### src/rtl/tnt_pkg.sv
// ----------------------------------------------------------------------------
// tnt_pkg
// Types, widths and state codes shared by the triangle normal/tangent unit.
// ----------------------------------------------------------------------------
package tnt_pkg;

   // configuration of the block
   localparam int INDEX_BITS     = 16;
   localparam int UNIT_FRAC_BITS = 14;

   // field widths
   localparam int IDX_IN_W  = 16;
   localparam int IDX_OUT_W = 16;
   localparam int POS_W     = 24;
   localparam int TEX_W     = 20;
   localparam int UNIT_W    = 16;

   // datapath widths
   localparam int EDGE_W   = POS_W + 1;
   localparam int TDIFF_W  = TEX_W + 1;
   localparam int MUL_W    = 32;
   localparam int PROD_W   = 2 * MUL_W;
   localparam int VEC_W    = 2 * EDGE_W + 2;
   localparam int MAG_W    = VEC_W;
   localparam int NORM_TOP = 31;
   localparam int ROOT_W   = 32;
   localparam int NUM_W    = ROOT_W + UNIT_FRAC_BITS;
   localparam int Q_W      = UNIT_FRAC_BITS + 1;
   localparam int DIV_CNT_W = $clog2(Q_W);
   localparam int STEP_W   = 4;

   // last steps of the sequencer phases
   localparam logic [STEP_W-1:0] MUL_LAST = STEP_W'(14);
   localparam logic [STEP_W-1:0] SQ_LAST  = STEP_W'(3);

   typedef struct packed {
      logic [IDX_IN_W-1:0]     vertex_index;
      logic signed [POS_W-1:0] pos_x;
      logic signed [POS_W-1:0] pos_y;
      logic signed [POS_W-1:0] pos_z;
      logic signed [TEX_W-1:0] tex_u;
      logic signed [TEX_W-1:0] tex_v;
   } tnt_req_type;

   typedef struct packed {
      logic [IDX_OUT_W-1:0]     corner_vertex;
      logic signed [UNIT_W-1:0] tangent_x;
      logic signed [UNIT_W-1:0] tangent_y;
      logic signed [UNIT_W-1:0] tangent_z;
      logic signed [UNIT_W-1:0] normal_x;
      logic signed [UNIT_W-1:0] normal_y;
      logic signed [UNIT_W-1:0] normal_z;
      logic                     tangent_degenerate;
      logic                     normal_degenerate;
      logic                     last_of_triangle;
   } tnt_rsp_type;

   typedef enum logic [3:0] {
      ST_IDLE,
      ST_MUL,
      ST_SIGN,
      ST_LOAD,
      ST_NORM,
      ST_SQ,
      ST_SQRT,
      ST_DIV,
      ST_EMIT
   } tnt_state_type;

endpackage

### src/rtl/tnt_mul.sv
// ----------------------------------------------------------------------------
// tnt_mul
// Shared signed multiplier with a registered product.
// ----------------------------------------------------------------------------
module tnt_mul import tnt_pkg::*; (
   input  logic                     clock,
   input  logic signed [MUL_W-1:0]  mul_a,
   input  logic signed [MUL_W-1:0]  mul_b,
   output logic signed [PROD_W-1:0] mul_p
);

   logic signed [PROD_W-1:0] prod_ff;

   // one product per cycle
   always_ff @(posedge clock) begin
      prod_ff <= PROD_W'(mul_a) * PROD_W'(mul_b);
   end

   assign mul_p = prod_ff;

endmodule

### config.mk
export PLATFORM = sky130hd
export DESIGN_NAME = tnt_mul
export DESIGN_NICKNAME = d
export VERILOG_FILES = /design/src/rtl/tnt_pkg.sv /design/src/rtl/tnt_mul.sv
export SDC_FILE = /design/constraint.sdc
export NUM_CORES = 2
export LEC_CHECK = 0
export BUFFER_PORTS_ARGS = -buffer_cell sky130_fd_sc_hd__buf_2
export CAP_MARGIN = 20
export CORE_ASPECT_RATIO = 1.4
export CORE_MARGIN = 5
export CORE_UTILIZATION = 55
export CTS_CLUSTER_DIAMETER = 200
export CTS_CLUSTER_SIZE = 12
export DETAILED_ROUTE_END_ITERATION = 6
export PLACE_DENSITY = 0.77
export SLEW_MARGIN = 30
export SYNTH_ARGS = -nofsm -noshare
export SYNTH_HDL_FRONTEND = slang
export SYNTH_SLANG_ARGS = --single-unit
### constraint.sdc
create_clock -name clock -period 8.5 [get_ports clock]
set_input_delay 1.7 -clock clock [delete_from_list [all_inputs] [get_ports clock]]
set_output_delay 1.7 -clock clock [all_outputs]
set_load 0.05 [all_outputs]
==> impl_metrics.csv <==
group,metric,value,unit
min_path,hp-class,"in -> reg",
yosys,syn_inst,3884,
flow_run,drv_cap,0,
routing,wl,106000,um
clock_tree,cts_sinks,64,
clock_tree,hold_buffers,0,
yosys,ys_types,63,
grt,grt_pass1_vias,32800,
grt,grt-busiest-layer,"met2",
setup_path,startpoint_type,"primary input",
layout,drive_above_1_share,18.2,%
routing,drt_iter0_drc,1701,
layout,largest_reg_flops,64,
clock_tree,clkTransAtPathRegs,0.08,ns
setup_path,crit_path_frequent_cell,"fa_1",
yosys,synthesis.nets,5215,
timing,min_period_over_period,100,%
run_status,outcome,"finished, violations left",
setup_path,slowest_stage,"fa_2",
yosys,synthesis.area,37200,um2
floorplan,die_h,318,um
layout,fin_cells,5189,
yosys,synth_flop_cell,"dfxtp_1",
yosys,syn_area_per_cell,9.59,um2
layout,final_common_cell,"fa_1",
floorplan,num_rows,113,
grt,grt_overflow_total,0,
timing,rsz0062_at_grt,"true",
setup_path,max_stage_delay,0.61,ns
clock_tree,numCtsBuffers,9,
timing,timing.final.max_slew_violations,0,
yosys,ys_seq_area_share,3.44,%
clock_tree,htreeDepth,3,
placed_design,portBuffers,128,
yosys,async_reset_ff_share,0,%
timing,worst_pin_slew,0.629,ns
layout,fillers,5043,
timing,fin_tns_setup,-0.0330,ns
grt,grt_util_all_layers,30.0,%
grt,use_met1,30.3,%
yosys,yosys_warnings,0,
grt,grt_max_degree,29,
placed_design,hpwlAfterDp,91100,um
routing,drc,0,
grt,grt_pass1_wl,169000,um
placed_design,place.gp.congestion,0.934,
routing,drt-wirelength-per-cell,20.5,um
grt,antenna_found_initial,4,
grt,grt_use_met2,54.4,%
timing,final-hold-violation-count,0,
floorplan,fp.dieW,230,um
routing,final_antenna_net_count,0,
timing,min_period,8.52,ns
floorplan,initial_core_util,55.2,%
floorplan,fp.coreArea,67400,um2
clock_tree,cts_root_buf,"clkbuf_16",
yosys,ys_ff_latch,64,
run_status,violations,"negative setup slack",
setup_path,worstPathArrival,8.83,ns
setup_path,crit_path_end_kind,"register",
routing,via_per_inst,5.45,
setup_path,path_class,"in -> reg",
setup_path,worstPathMaxFanout,8,
layout,area_delta_synth_final,18.0,%
clock_tree,cts_tree,"built",
yosys,synth_edf_count,0,
timing,finalWorstSetupSlack,-0.0199,ns
placed_design,preCtsSetupSlack,-1.09,ns
layout,layout_common_cells,"fa_1 (1,060), inv_1 (940), and2_1 (510), nand2_1 (502), buf_4 (448)",
floorplan,pin_count,129,
timing,slew_headroom,58.0,%
routing,first_pass_iters,5,
setup_path,required,8.81,ns
timing,fmax,117,MHz
clock_tree,cts_buffer_depth,2,
routing,vias,28300,
timing,setup_viol,2,
floorplan,dieArea,73100,um2
layout,nNetsFinal,5650,
grt,met3_usage,3.80,%
placed_design,place_inst,5146,
-- final timing paths --
path | startpoint | end | slack (ns) | depth (start not counted)
worst min-delay path | mul_a[0] | mul_p[0]$_DFF_P_ | 1.73 | 3
worst max-delay path | mul_b[2] | mul_p[58]$_DFF_P_ | -0.02 | 29
-- layer usage --
metal	wire, um	vias to the layer above
met4	11500	0
li1	-	11900
met2	57000	1128
met3	5310	532
met5	0	-
met1	32500	14700
-- final cells by class --
cell class	instances	area (um2)	share of cell area, %
Antenna cell	3	7.51	0.0171
Clock buffer	11	233	0.529
Clock inverter	5	81.3	0.185
Inverter	952	3580	8.15
Multi-Input combinational cell	2668	32400	73.7
Sequential cell	64	1280	2.91
Tap cell	862	1080	2.45
Timing Repair Buffer	624	5280	12.0
-- critical path, delay by kind of cell --
kind | cells | cell delay (ns)
adders and majority gates | 9 | 4.44
buffers and inverters | 11 | 1.27
and+or+nand+nor | 4 | 0.65
AOI/OAI and AO/OA | 4 | 0.61
xor gates and xnor gates | 1 | 0.12
-- stage by stage --
| stage | area, um2 | util [%] | hold WS, ns |
|---|---|---|---|
| 6_report | 44000 | 65.2 | 1.73 |
| 5_1_grt | 44000 | 65.2 | 1.76 |
| 4_1_cts | 43400 | 64.3 | 1.73 |
| 3_5_place_dp | 42200 | 62.6 | 2.16 |
| 3_3_place_gp | 42200 | 62.6 | 2.16 |
| 2_1_floorplan | 37400 | - | 1.83 |
-- cell families after synthesis --
kind of cell / after synthesis / synth area share, %
AOI/OAI and AO/OA: 193 / 3.46
and+or+nand+nor: 1134 / 15.4
xor gates and xnor gates: 75 / 1.76
DFF: 64 / 3.44
adders and majority gates: 1266 / 64.3
buffers and inverters: 1152 / 11.6
-- Yosys cell counts, drive strengths merged, types with 2 or more instances --
master | count | area (um2)
nand4 | 7 | 43.8
a21oi | 68 | 340
o21ai | 31 | 163
ha | 184 | 2300
and3 | 9 | 62.6
xnor2 | 53 | 464
nand2b | 9 | 56.3
a2111oi | 2 | 25.0
and4 | 4 | 37.5
a31oi | 13 | 96.3
o31a | 2 | 18.8
o31ai | 7 | 66.3
o21a | 4 | 30.0
nand3b | 2 | 18.8
and2 | 516 | 3230
or3 | 5 | 32.5
o21bai | 15 | 113
dfxtp | 64 | 1280
a21o | 25 | 190
clkbuf | 195 | 732
o211ai | 3 | 22.5
xor2 | 22 | 193
nor2b | 3 | 18.8
nand3 | 15 | 75.1
a211oi | 8 | 87.6
buf | 5 | 22.5
inv | 952 | 3570
a21boi | 3 | 22.5
o22a | 2 | 17.5
nor2 | 42 | 158
nor3 | 7 | 40.0
fa | 1082 | 21700
nand2 | 511 | 1920
nor4 | 2 | 18.8
-- what timing repair did --
| item | 4_1_cts | 5_1_grt |
|---|---|---|
| setup buffers | 15 | 6 |
| endpoints found under the setup margin | 21 | 22 |
| pin swaps | 45 | 44 |
| resized for setup | 160 | 113 |
| cloned | 3 | 1 |
Power is not shown: default switching activity piles up to over one toggle a cycle in this logic, so the estimate is an artifact.
