===== config.mk =====
export PLATFORM = sky130hd
export DESIGN_NAME = tnt_isqrt
export DESIGN_NICKNAME = d
export VERILOG_FILES = /design/src/rtl/tnt_pkg.sv /design/src/rtl/tnt_isqrt.sv
export SDC_FILE = /design/constraint.sdc
export NUM_CORES = 1
export LEC_CHECK = 0
export BUFFER_PORTS_ARGS = -buffer_cell sky130_fd_sc_hd__buf_4
export CAP_MARGIN = 10
export CELL_PAD_IN_SITES_DETAIL_PLACEMENT = 1
export CELL_PAD_IN_SITES_GLOBAL_PLACEMENT = 1
export CORE_ASPECT_RATIO = 2
export CORE_MARGIN = 2
export CORE_UTILIZATION = 47
export CTS_CLUSTER_DIAMETER = 150
export DETAILED_ROUTE_END_ITERATION = 6
export PLACE_DENSITY_LB_ADDON = 0.1
export SLEW_MARGIN = 20
export SYNTH_ARGS = -nofsm -noshare
export SYNTH_HDL_FRONTEND = slang
export SYNTH_SLANG_ARGS = --single-unit

===== constraint.sdc =====
create_clock -name clock -period 8.28 [get_ports clock]
set_input_delay 0.414 -clock clock [delete_from_list [all_inputs] [get_ports clock]]
set_output_delay 0.414 -clock clock [all_outputs]
set_load 0.05 [all_outputs]

===== src/rtl/tnt_pkg.sv =====
// ----------------------------------------------------------------------------
// tnt_pkg
// Types, widths and state codes shared by the triangle normal/tangent unit.
// ----------------------------------------------------------------------------
package tnt_pkg;

   // configuration of the block
   localparam int INDEX_BITS     = 16;
   localparam int UNIT_FRAC_BITS = 14;

   // field widths
   localparam int IDX_IN_W  = 16;
   localparam int IDX_OUT_W = 16;
   localparam int POS_W     = 24;
   localparam int TEX_W     = 20;
   localparam int UNIT_W    = 16;

   // datapath widths
   localparam int EDGE_W   = POS_W + 1;
   localparam int TDIFF_W  = TEX_W + 1;
   localparam int MUL_W    = 32;
   localparam int PROD_W   = 2 * MUL_W;
   localparam int VEC_W    = 2 * EDGE_W + 2;
   localparam int MAG_W    = VEC_W;
   localparam int NORM_TOP = 31;
   localparam int ROOT_W   = 32;
   localparam int NUM_W    = ROOT_W + UNIT_FRAC_BITS;
   localparam int Q_W      = UNIT_FRAC_BITS + 1;
   localparam int DIV_CNT_W = $clog2(Q_W);
   localparam int STEP_W   = 4;

   // last steps of the sequencer phases
   localparam logic [STEP_W-1:0] MUL_LAST = STEP_W'(14);
   localparam logic [STEP_W-1:0] SQ_LAST  = STEP_W'(3);

   typedef struct packed {
      logic [IDX_IN_W-1:0]     vertex_index;
      logic signed [POS_W-1:0] pos_x;
      logic signed [POS_W-1:0] pos_y;
      logic signed [POS_W-1:0] pos_z;
      logic signed [TEX_W-1:0] tex_u;
      logic signed [TEX_W-1:0] tex_v;
   } tnt_req_type;

   typedef struct packed {
      logic [IDX_OUT_W-1:0]     corner_vertex;
      logic signed [UNIT_W-1:0] tangent_x;
      logic signed [UNIT_W-1:0] tangent_y;
      logic signed [UNIT_W-1:0] tangent_z;
      logic signed [UNIT_W-1:0] normal_x;
      logic signed [UNIT_W-1:0] normal_y;
      logic signed [UNIT_W-1:0] normal_z;
      logic                     tangent_degenerate;
      logic                     normal_degenerate;
      logic                     last_of_triangle;
   } tnt_rsp_type;

   typedef enum logic [3:0] {
      ST_IDLE,
      ST_MUL,
      ST_SIGN,
      ST_LOAD,
      ST_NORM,
      ST_SQ,
      ST_SQRT,
      ST_DIV,
      ST_EMIT
   } tnt_state_type;

endpackage


===== src/rtl/tnt_isqrt.sv =====
// ----------------------------------------------------------------------------
// tnt_isqrt
// Iterative integer square root, two radicand bits per cycle.
// ----------------------------------------------------------------------------
module tnt_isqrt import tnt_pkg::*; (
   input  logic              clock,
   input  logic              reset,
   input  logic              start,
   input  logic [PROD_W-1:0] radicand,
   output logic              done,
   output logic [ROOT_W-1:0] root
);

   logic [PROD_W-1:0] rem_ff;
   logic [PROD_W-1:0] res_ff;
   logic [PROD_W-1:0] bit_ff;
   logic              active_ff;
   logic              done_ff;
   logic [PROD_W-1:0] trial;

   assign trial = res_ff + bit_ff;

   // control
   always_ff @(posedge clock) begin
      if (reset) begin
         active_ff <= 1'b0;
         done_ff   <= 1'b0;
      end else begin
         done_ff <= active_ff && bit_ff[0];
         if (start) begin
            active_ff <= 1'b1;
         end else if (bit_ff[0]) begin
            active_ff <= 1'b0;
         end
      end
   end

   // restoring root step
   always_ff @(posedge clock) begin
      if (start) begin
         rem_ff <= radicand;
         res_ff <= '0;
         bit_ff <= PROD_W'(1) << (PROD_W - 2);
      end else if (active_ff) begin
         if (rem_ff >= trial) begin
            rem_ff <= rem_ff - trial;
            res_ff <= (res_ff >> 1) + bit_ff;
         end else begin
            res_ff <= res_ff >> 1;
         end
         bit_ff <= bit_ff >> 2;
      end
   end

   assign done = done_ff;
   assign root = res_ff[ROOT_W-1:0];

endmodule


==> run metrics <==
total track usage=between 30 and 40%; initial antenna violation count=0; Tot Pwr=5.53 mW; # setup viols final=0; I/O Buffers=99; crit-path max cell delay=~0.60 ns; detailed-route DRC error count=0; Routed Wire Length=between 50 and 60 mm; critical path's slowest cell=a221oi_1; post-CTS setup repair buffer count=0; Internal=about 2.8 mW; clock network fraction of total power=14.2%; Startpoint Class=flop; DRC marker count from the first detailed-route iteration=630; Core Util, Final=51.3%; CP Max Fanout=21; worst setup path class=flop to flop; synth top area cells=dfxtp_1, edfxtp_1, ha_1; outcome=complete, no violations; min Tclk post-route=a little under 7 ns; placed inst area=around 16,000 µm²; Syn Area/Cell=7.75 µm²; fmax=roughly 150 MHz; remaining antenna violation count after routing=0; Logic pwr share=61.4%; switching share of power=about 50%; io pins=100; # clock sinks=roughly 160; Antenna diodes=0; layout overhead on the synthesized area=7.91%; gpl congestion=0.998; PD cells=334 nW/µm²; core area=approximately 32,000 µm²; Seq pwr share=24.4%; Synth Flop Type=dfxtp_1; number of synthesized flops with an enable pin=64; CTS tree=built; setup ws final=1.49 ns; post-synth net total=roughly 2.2k; standard-cell row count=93; worst-case clock buffer depth=2; Yosys cell types=81; Die H=259 µm; DR vias/cell=6.38; cell taking the most area after synthesis=dfxtp_1; worst-margin pin slew=1.06 ns; CP Cell Sequence=ha_1 -> a21oi_1 -> o21bai_1 -> a41o_1 -> a41o_1 -> a32oi_1 -> a21o_1 -> o21a_1 -> o21bai_1 -> a21oi_1 -> xor2_1 -> ha_1 -> a21o_1 -> o21bai_1 -> a221oi_1 -> o21ai_0 -> a21o_1 -> nor2_4 -> buf_4 -> nor2_1 -> xnor2_1 -> a211oi_1; non-filler cells, final=2,401; top-area cell type share of the netlist area=12.8%; sequential cell area fraction in the yosys report=25.3%; pins over their slew limit=0; GRT met1 Usage=28.3%; Fin Setup TNS=0 ns; WP data required=8.65 ns; share of cells above drive strength 1=9.68%; FF+latch count, synth=162; vias in the first global route=16.7k; # resized after CTS=0; die area=34,200 µm²; Top Usage Layer GRT=met2; Fill cells=between 4k and 5k; Initial Utilization=about 48%; Num CTS Buffers=17; pre-CTS setup slack=1.71 ns; # hold bufs at CTS=0; final critical-path share of the clock period=82.1%; Overflow after GRT=0; htree depth=4; worst relative slew slack=29.4%; clk slew on worst S/H paths=0.08 ns; Fin Clk Skew=0.0115 ns; ys async rst share=0%; WL/cell=23.9 µm; met3 Resource Use GR=under 10%; unrepaired setup endpoints after global routing=false; post-layout net count=2,159; post-route cell area=16,500 µm²; Gate Count Post-Synth=1,978; mapped cell area=roughly 15,000 µm²; largest net degree at the start of global routing=93; Static Leak=6.27 nW; die width=132 µm; Switching Power=2.78 mW; Min Hold Slack=0.0988 ns; CP endpoint kind=flop; WP data arrival=7.16 ns; post-detail-place hpwl=45.2 mm; peak supply drop=approximately 0.21 mV; Root Buffer=clkbuf_16; met2 Use GR=66.8%; placed insts=2,369; first-pass GRT wire length=89.1 mm; total of max-cap violations=0; DR pass1 iterations=5; HP Class=input pin to flop; worst skew pair latency=about 0.47 ns; Vias=15.3k; Warnings, synthesis=0; Fin. Hold Viols=0
[registers in the layout, summed over array words and instances (netlist names)]
| signal | count |
|---|---|
| active_ff | 1 |
| rem_ff | 64 |
| bit_ff | 32 |
| res_ff | 64 |
| done | 1 |
[cell usage in the layout, fill, tap and decap left out, types with 17 or more instances in the layout]
master / instances
nand4_1: 50
ha_1: 130
o21bai_1: 25
o21ai_0: 165
nand2_1: 228
xor2_1: 72
xnor2_1: 85
dfxtp_1: 97
a21o_1: 51
a211oi_1: 44
inv_1: 40
a31oi_1: 62
nand3_1: 45
a21oi_1: 125
clkbuf_16: 17
mux2i_1: 40
buf_4: 105
nor3_1: 40
edfxtp_1: 64
nor2_1: 219
[kinds of logic after synthesis]
family	count (synthesis)	synth area share (%)
compound gates	626	26.8
xor+xnor	157	8.97
flops	162	25.3
simple gates	674	19.7
buf+inv	183	5.52
mux	45	2.98
fa+ha+maj	131	10.7
[power groups by stage]
stage | combinational, mW | sequential (mW) | clock, mW
2_1_floorplan | 2.57 | 1.22 | 0
3_3_place_gp | 3.27 | 1.36 | 0
3_5_place_dp | 3.35 | 1.36 | 0
4_1_cts | 3.38 | 1.35 | 0.793
5_1_grt | 3.73 | 1.36 | 0.816
6_report | 3.40 | 1.35 | 0.784
[Yosys cell counts (20+ instances only)]
cell type / number
buf_2: 20
a21oi_1: 125
nand4_1: 50
dfxtp_1: 98
xor2_1: 72
nor3_1: 40
buf_4: 32
inv_1: 40
xnor2_1: 85
ha_1: 130
a21o_1: 51
a211oi_1: 44
o21bai_1: 25
nand2_1: 229
a31oi_1: 62
clkbuf_1: 81
edfxtp_1: 64
o21ai_0: 165
nand3_1: 45
nor2_1: 220
mux2i_1: 40
[per-layer routing]
layer | vias up | wire length [µm]
li1 | 7215 | -
met1 | 7462 | 18400
met2 | 406 | 31700
met3 | 246 | 1770
met4 | 0 | 5360
met5 | - | 0
[final timing paths]
path	slack [ns]	cells past startpoint	endpoint	from
min reg2reg	0.53	2	res_ff[0]	res_ff[0]
min	0.1	2	active_ff	reset
max reg2reg	1.49	22	res_ff[21]	res_ff[4]
max	1.49	22	res_ff[21]	res_ff[4]
[critical path: cells and delay by family, from the launching register on]
kind	cells	cell delay (ns)
fa+ha+maj	2	0.73
buf+inv	1	0.38
xor+xnor	2	0.48
compound gates	15	4.06
flops	1	0.53
simple gates	2	0.50
[cell type report]
| cell class | count | area (µm²) | share of cell area [%] |
|---|---|---|---|
| Multi-Input combinational cell | 1633 | 10600 | 64.1 |
| Sequential cell | 162 | 3890 | 23.5 |
| Timing Repair Buffer | 107 | 820 | 4.95 |
| Tap cell | 427 | 534 | 3.23 |
| Clock buffer | 19 | 443 | 2.68 |
| Inverter | 40 | 150 | 0.907 |
| Clock inverter | 13 | 98.8 | 0.597 |
Power figures use the tool's default switching activity.
