## config.mk

```make
export PLATFORM = sky130hd
export DESIGN_NAME = tnt_div
export DESIGN_NICKNAME = d
export VERILOG_FILES = /design/src/rtl/tnt_pkg.sv /design/src/rtl/tnt_div.sv
export SDC_FILE = /design/constraint.sdc
export NUM_CORES = 1
export LEC_CHECK = 0
export CAP_MARGIN = 20
export CORE_MARGIN = 10
export CORE_UTILIZATION = 58
export CTS_CLUSTER_DIAMETER = 30
export DETAILED_ROUTE_END_ITERATION = 8
export DONT_BUFFER_PORTS = 1
export GPL_ROUTABILITY_DRIVEN = 0
export PLACE_DENSITY = 0.79
export SYNTH_ARGS = -nofsm -noshare
export SYNTH_HDL_FRONTEND = slang
export SYNTH_SLANG_ARGS = --single-unit
```

## constraint.sdc

```tcl
create_clock -name clock -period 5.85 [get_ports clock]
set_input_delay 0.585 -clock clock [delete_from_list [all_inputs] [get_ports clock]]
set_output_delay 0.585 -clock clock [all_outputs]
set_load 0.02 [all_outputs]
```

## src/rtl/tnt_pkg.sv

```systemverilog
// ----------------------------------------------------------------------------
// tnt_pkg
// Types, widths and state codes shared by the triangle normal/tangent unit.
// ----------------------------------------------------------------------------
package tnt_pkg;

   // configuration of the block
   localparam int INDEX_BITS     = 16;
   localparam int UNIT_FRAC_BITS = 14;

   // field widths
   localparam int IDX_IN_W  = 16;
   localparam int IDX_OUT_W = 16;
   localparam int POS_W     = 24;
   localparam int TEX_W     = 20;
   localparam int UNIT_W    = 16;

   // datapath widths
   localparam int EDGE_W   = POS_W + 1;
   localparam int TDIFF_W  = TEX_W + 1;
   localparam int MUL_W    = 32;
   localparam int PROD_W   = 2 * MUL_W;
   localparam int VEC_W    = 2 * EDGE_W + 2;
   localparam int MAG_W    = VEC_W;
   localparam int NORM_TOP = 31;
   localparam int ROOT_W   = 32;
   localparam int NUM_W    = ROOT_W + UNIT_FRAC_BITS;
   localparam int Q_W      = UNIT_FRAC_BITS + 1;
   localparam int DIV_CNT_W = $clog2(Q_W);
   localparam int STEP_W   = 4;

   // last steps of the sequencer phases
   localparam logic [STEP_W-1:0] MUL_LAST = STEP_W'(14);
   localparam logic [STEP_W-1:0] SQ_LAST  = STEP_W'(3);

   typedef struct packed {
      logic [IDX_IN_W-1:0]     vertex_index;
      logic signed [POS_W-1:0] pos_x;
      logic signed [POS_W-1:0] pos_y;
      logic signed [POS_W-1:0] pos_z;
      logic signed [TEX_W-1:0] tex_u;
      logic signed [TEX_W-1:0] tex_v;
   } tnt_req_type;

   typedef struct packed {
      logic [IDX_OUT_W-1:0]     corner_vertex;
      logic signed [UNIT_W-1:0] tangent_x;
      logic signed [UNIT_W-1:0] tangent_y;
      logic signed [UNIT_W-1:0] tangent_z;
      logic signed [UNIT_W-1:0] normal_x;
      logic signed [UNIT_W-1:0] normal_y;
      logic signed [UNIT_W-1:0] normal_z;
      logic                     tangent_degenerate;
      logic                     normal_degenerate;
      logic                     last_of_triangle;
   } tnt_rsp_type;

   typedef enum logic [3:0] {
      ST_IDLE,
      ST_MUL,
      ST_SIGN,
      ST_LOAD,
      ST_NORM,
      ST_SQ,
      ST_SQRT,
      ST_DIV,
      ST_EMIT
   } tnt_state_type;

endpackage

```

## src/rtl/tnt_div.sv

```systemverilog
// ----------------------------------------------------------------------------
// tnt_div
// Iterative restoring divider, one quotient bit per cycle.
// ----------------------------------------------------------------------------
module tnt_div import tnt_pkg::*; (
   input  logic              clock,
   input  logic              reset,
   input  logic              start,
   input  logic [NUM_W-1:0]  num,
   input  logic [ROOT_W-1:0] den,
   output logic              done,
   output logic [Q_W-1:0]    quo
);

   logic [NUM_W-1:0]     rem_ff;
   logic [NUM_W-1:0]     dsh_ff;
   logic [Q_W-1:0]       quo_ff;
   logic [DIV_CNT_W-1:0] cnt_ff;
   logic                 active_ff;
   logic                 done_ff;
   logic                 ge;

   assign ge = rem_ff >= dsh_ff;

   // control
   always_ff @(posedge clock) begin
      if (reset) begin
         active_ff <= 1'b0;
         done_ff   <= 1'b0;
         cnt_ff    <= '0;
      end else begin
         done_ff <= active_ff && (cnt_ff == '0);
         if (start) begin
            active_ff <= 1'b1;
            cnt_ff    <= DIV_CNT_W'(Q_W - 1);
         end else if (active_ff) begin
            if (cnt_ff == '0) begin
               active_ff <= 1'b0;
            end
            cnt_ff <= cnt_ff - 1'b1;
         end
      end
   end

   // compare and subtract
   always_ff @(posedge clock) begin
      if (start) begin
         rem_ff <= num;
         dsh_ff <= NUM_W'(den) << UNIT_FRAC_BITS;
         quo_ff <= '0;
      end else if (active_ff) begin
         if (ge) begin
            rem_ff <= rem_ff - dsh_ff;
         end
         dsh_ff <= dsh_ff >> 1;
         quo_ff <= {quo_ff[Q_W-2:0], ge};
      end
   end

   assign done = done_ff;
   assign quo  = quo_ff;

endmodule

```

==> impl_metrics.yaml <==
synthesis:
  synthMuxAreaShare_pct: 4.120
  synth_nets: 960
  synth_compound_area_share_pct: 21.23
  synth_edf_count: 78
  netlist_area_um2: 7350
  synthesis.yosys.warnings: 0
  synth_top_area_share_pct: 31.87
  synthArstFlopShare_pct: 0
  ys_types: 58
  synth_area_per_cell_um2: 8.855
  synth-xor-area-share_pct: 4.409
  synth_ff_type: "edfxtp_1"
  yosysSeqAreaShare_pct: 41.40
  synth-simple-area-share_pct: 15.29
  synth_top_cell_by_area: "edfxtp_1"
  synth_top_family_by_area: "compound AO/OA/AOI/OAI gates"
  yosys-top-cells-area: "edfxtp_1, dfxtp_1, ha_1"
  yosys.area_share.adder_pct: 8.444
  syn_inst: 830
  yosys_register_bits: 113
sta:
  fin_skew_ns: 0.009359
  hold_viol: 0
  finalSetupTns_ns: 0
  finalSetupViolCount: 0
  slew_violations: 0
  worst_pin_slew_ns: 0.8925
  fmax_mhz: 231.4
  slew_headroom_pct: 38.96
  fin_crit_ns: 4.321
  fin_crit_sh_pct: 73.86
  rsz0062_at_grt: "no"
place:
  hpwl_mm: 12.99
  dpl.cell_count: 969
  portBuffers: 0
power:
  leakage_uw: 0.003304
  p_switching_uw: 1227
  switching_share_pct: 36.16
  irDropWorstVdd_uv: 243.0
  pwr-share-comb_pct: 39.7
  internal-power_uw: 2166
  power_frac_seq_pct: 31.8
  power_density_nw_per_um2: 423.3
  pwr-share-clk_pct: 28.5
layout:
  multiInputGateArea_um2: 3946
  n_antenna_cell: 0
  final_nets: 946
  ff_latch_area_um2: 3044
  drive_gt1_share_pct: 5.549
  syn2layout_area_growth_pct: 9.040
  n_fill_cell: 1071
  stdcell_count: 1001
  final_util_pct: 64.02
worst_setup_path:
  path_buf_inv: 2
  cp_slowest_stage_delay_ns: 0.74
  cp_top_family: "compound AO/OA/AOI/OAI gates"
  cp_max_fo: 25
  reg2reg_depth: 12
  crit_type: "register to register"
  cp-end-kind: "register"
  critPathRequiredTime_ns: 5.94
  crit_path_top_delay_cell: "a31oi_4"
  cp_cell_sequence: "inv_1 -> ha_1 -> fa_1 -> nand2b_1 -> a211oi_2 -> o21bai_1 -> a2111oi_2 -> o2111a_1 -> o2111ai_1 -> a21o_1 -> a31oi_4 -> buf_4"
  arrival_ns: 4.41
  start_kind: "register"
  crit_cells: 12
grt:
  grt_pass1_vias: 6033
  overflow: 0
  grt_start_max_net_pins: 169
  track_usage_pct: 19.88
  grt_pass1_wl_mm: 28.88
  antenna_found_initial: 0
floorplanning:
  num_rows: 41
  die-height_um: 132.6
  dieArea_um2: 17570
  io_pins: 97
  die_x_um: 132.6
  core_um2: 12520
  start_util_pct: 58.72
cts:
  cts.clk_slew.worst_paths_ns: 0.05
  cts_resized: 0
  numCtsBuffers: 17
  cts_hold_buffers: 0
  h-tree-depth: 4
  clock_sinks: 113
  cts_max_path_buffers: 2
  worstSkewPairLatency_ns: 0.42
  cts_setup_buffers: 0
  cts_root_buffer: "clkbuf_16"
  cts_tree: "done"
route:
  drt_iter0_drc: 461
  routed_via_density: 6.002
  drc: 0
  vias: 6008
  antenna_left: 0
  routedWlPerCell_um: 17.56
  drt-pass1-iter-count: 5
  drt-total-wl_mm: 17.58
flow_run:
  maxCapViolations: 0
min_path:
  hp-class: "input pin to register"
  min_path_cells: 1
outcome:
  status: "finished, final reports clean"
-- path summary, 6_finish.rpt --
path              slack [ns]       from          to
setup / recovery        1.53  rem_ff[0]  rem_ff[35]
hold / removal          0.22      reset   cnt_ff[1]
setup reg to reg        1.53  rem_ff[0]  rem_ff[35]
hold reg to reg         0.51  dsh_ff[0]   dsh_ff[0]
-- metrics by stage --
stage                     setup WS (ns)  power [uW]  area (um2)  hold slack, ns
after floorplan                  0.3721        2140        7350          0.4647
after global placement            1.689        2367        7468          0.4797
after detailed placement          1.529        2407        7468          0.5085
after CTS                         1.502        3383        8014          0.2183
after global routing              1.231        3601        8014          0.2088
final                             1.529        3392        8014          0.2250
-- cell usage in the layout, fill, tap and decap left out, types with 3 or more instances in the layout --
cell and count:
nand2_1 119, edfxtp_1 78, o21ai_0 77, nor2_1 69, inv_1 64, a21oi_1 59
ha_1 48, dfxtp_1 34, a21o_1 29, mux2i_1 28, xnor2_1 20, xor2_1 17
clkbuf_16 17, nand4_1 14, a22o_1 13, nor3_1 12, o21bai_1 12, o31ai_1 9
and3_1 8, nand3_1 7, nand2b_1 6, and2_1 6, o21a_1 6, clkinv_2 6
nor3b_1 5, inv_4 4, a31oi_1 3, or2_2 3, a311oi_1 3, a211oi_1 3
or3_1 3, a221o_1 3, o211a_1 3, buf_4 3
-- logic make-up (layout without fill, tap and decap cells) --
kind of cell	count (synthesis)	in the layout
AOI/OAI and AO/OA	244	244
xor gates and xnor gates	37	37
adders and majority gates	49	49
buffers and inverters	100	99
DFF	113	113
muxes	30	30
and+or+nand+nor	257	257
-- metal layers --
layer	vias up	part of all wire [%]	GRT usage [%]	wire length (um)
met2	200	48	32.15	8349
met4	0	2.0	7.763	353
met5	-	0	0	0
met3	35	6.8	6.737	1196
met1	2829	44	23.88	7676
li1	2944	-	-	-
-- power by group through the flow --
| stage | Sequential [uW] | Clock, uW | Combinational [uW] |
|---|---|---|---|
| after floorplan | 1080 | 0 | 1060 |
| after global placement | 1090 | 0 | 1280 |
| after detailed placement | 1090 | 0 | 1310 |
| after CTS | 1080 | 976 | 1330 |
| after global routing | 1090 | 1020 | 1490 |
| final | 1080 | 965 | 1350 |
-- cell type report --
| cell class | instances | area share, % |
|---|---|---|
| multi-input combinational | 617 | 49.24 |
| sequential | 113 | 37.99 |
| clock buffer | 21 | 5.746 |
| inverter | 64 | 2.998 |
| tap | 172 | 2.685 |
| clock inverter | 11 | 1.062 |
| timing repair buffer | 3 | 0.2810 |
-- state kept, by name (all words and copies together) (netlist names) --
register	cells
done	1
rem_ff	46
active_ff	1
quo	15
dsh_ff	46
cnt_ff	4
-- synthesized netlist by cell type, types with 5 or more instances --
| library cell | number |
|---|---|
| inv_1 | 64 |
| nor3_1 | 12 |
| xor2_1 | 17 |
| nand4_1 | 14 |
| a22o_1 | 13 |
| dfxtp_1 | 35 |
| nand2_1 | 119 |
| mux2i_1 | 28 |
| nand2b_1 | 6 |
| nor3b_1 | 5 |
| o31ai_1 | 9 |
| and3_1 | 8 |
| nor2_1 | 69 |
| and2_1 | 6 |
| a21o_1 | 29 |
| o21ai_0 | 77 |
| clkbuf_1 | 32 |
| o21bai_1 | 12 |
| a21oi_1 | 59 |
| nand3_1 | 7 |
| ha_1 | 48 |
| o21a_1 | 6 |
| xnor2_1 | 20 |
| edfxtp_1 | 78 |
Power figures use the tool's default switching activity.
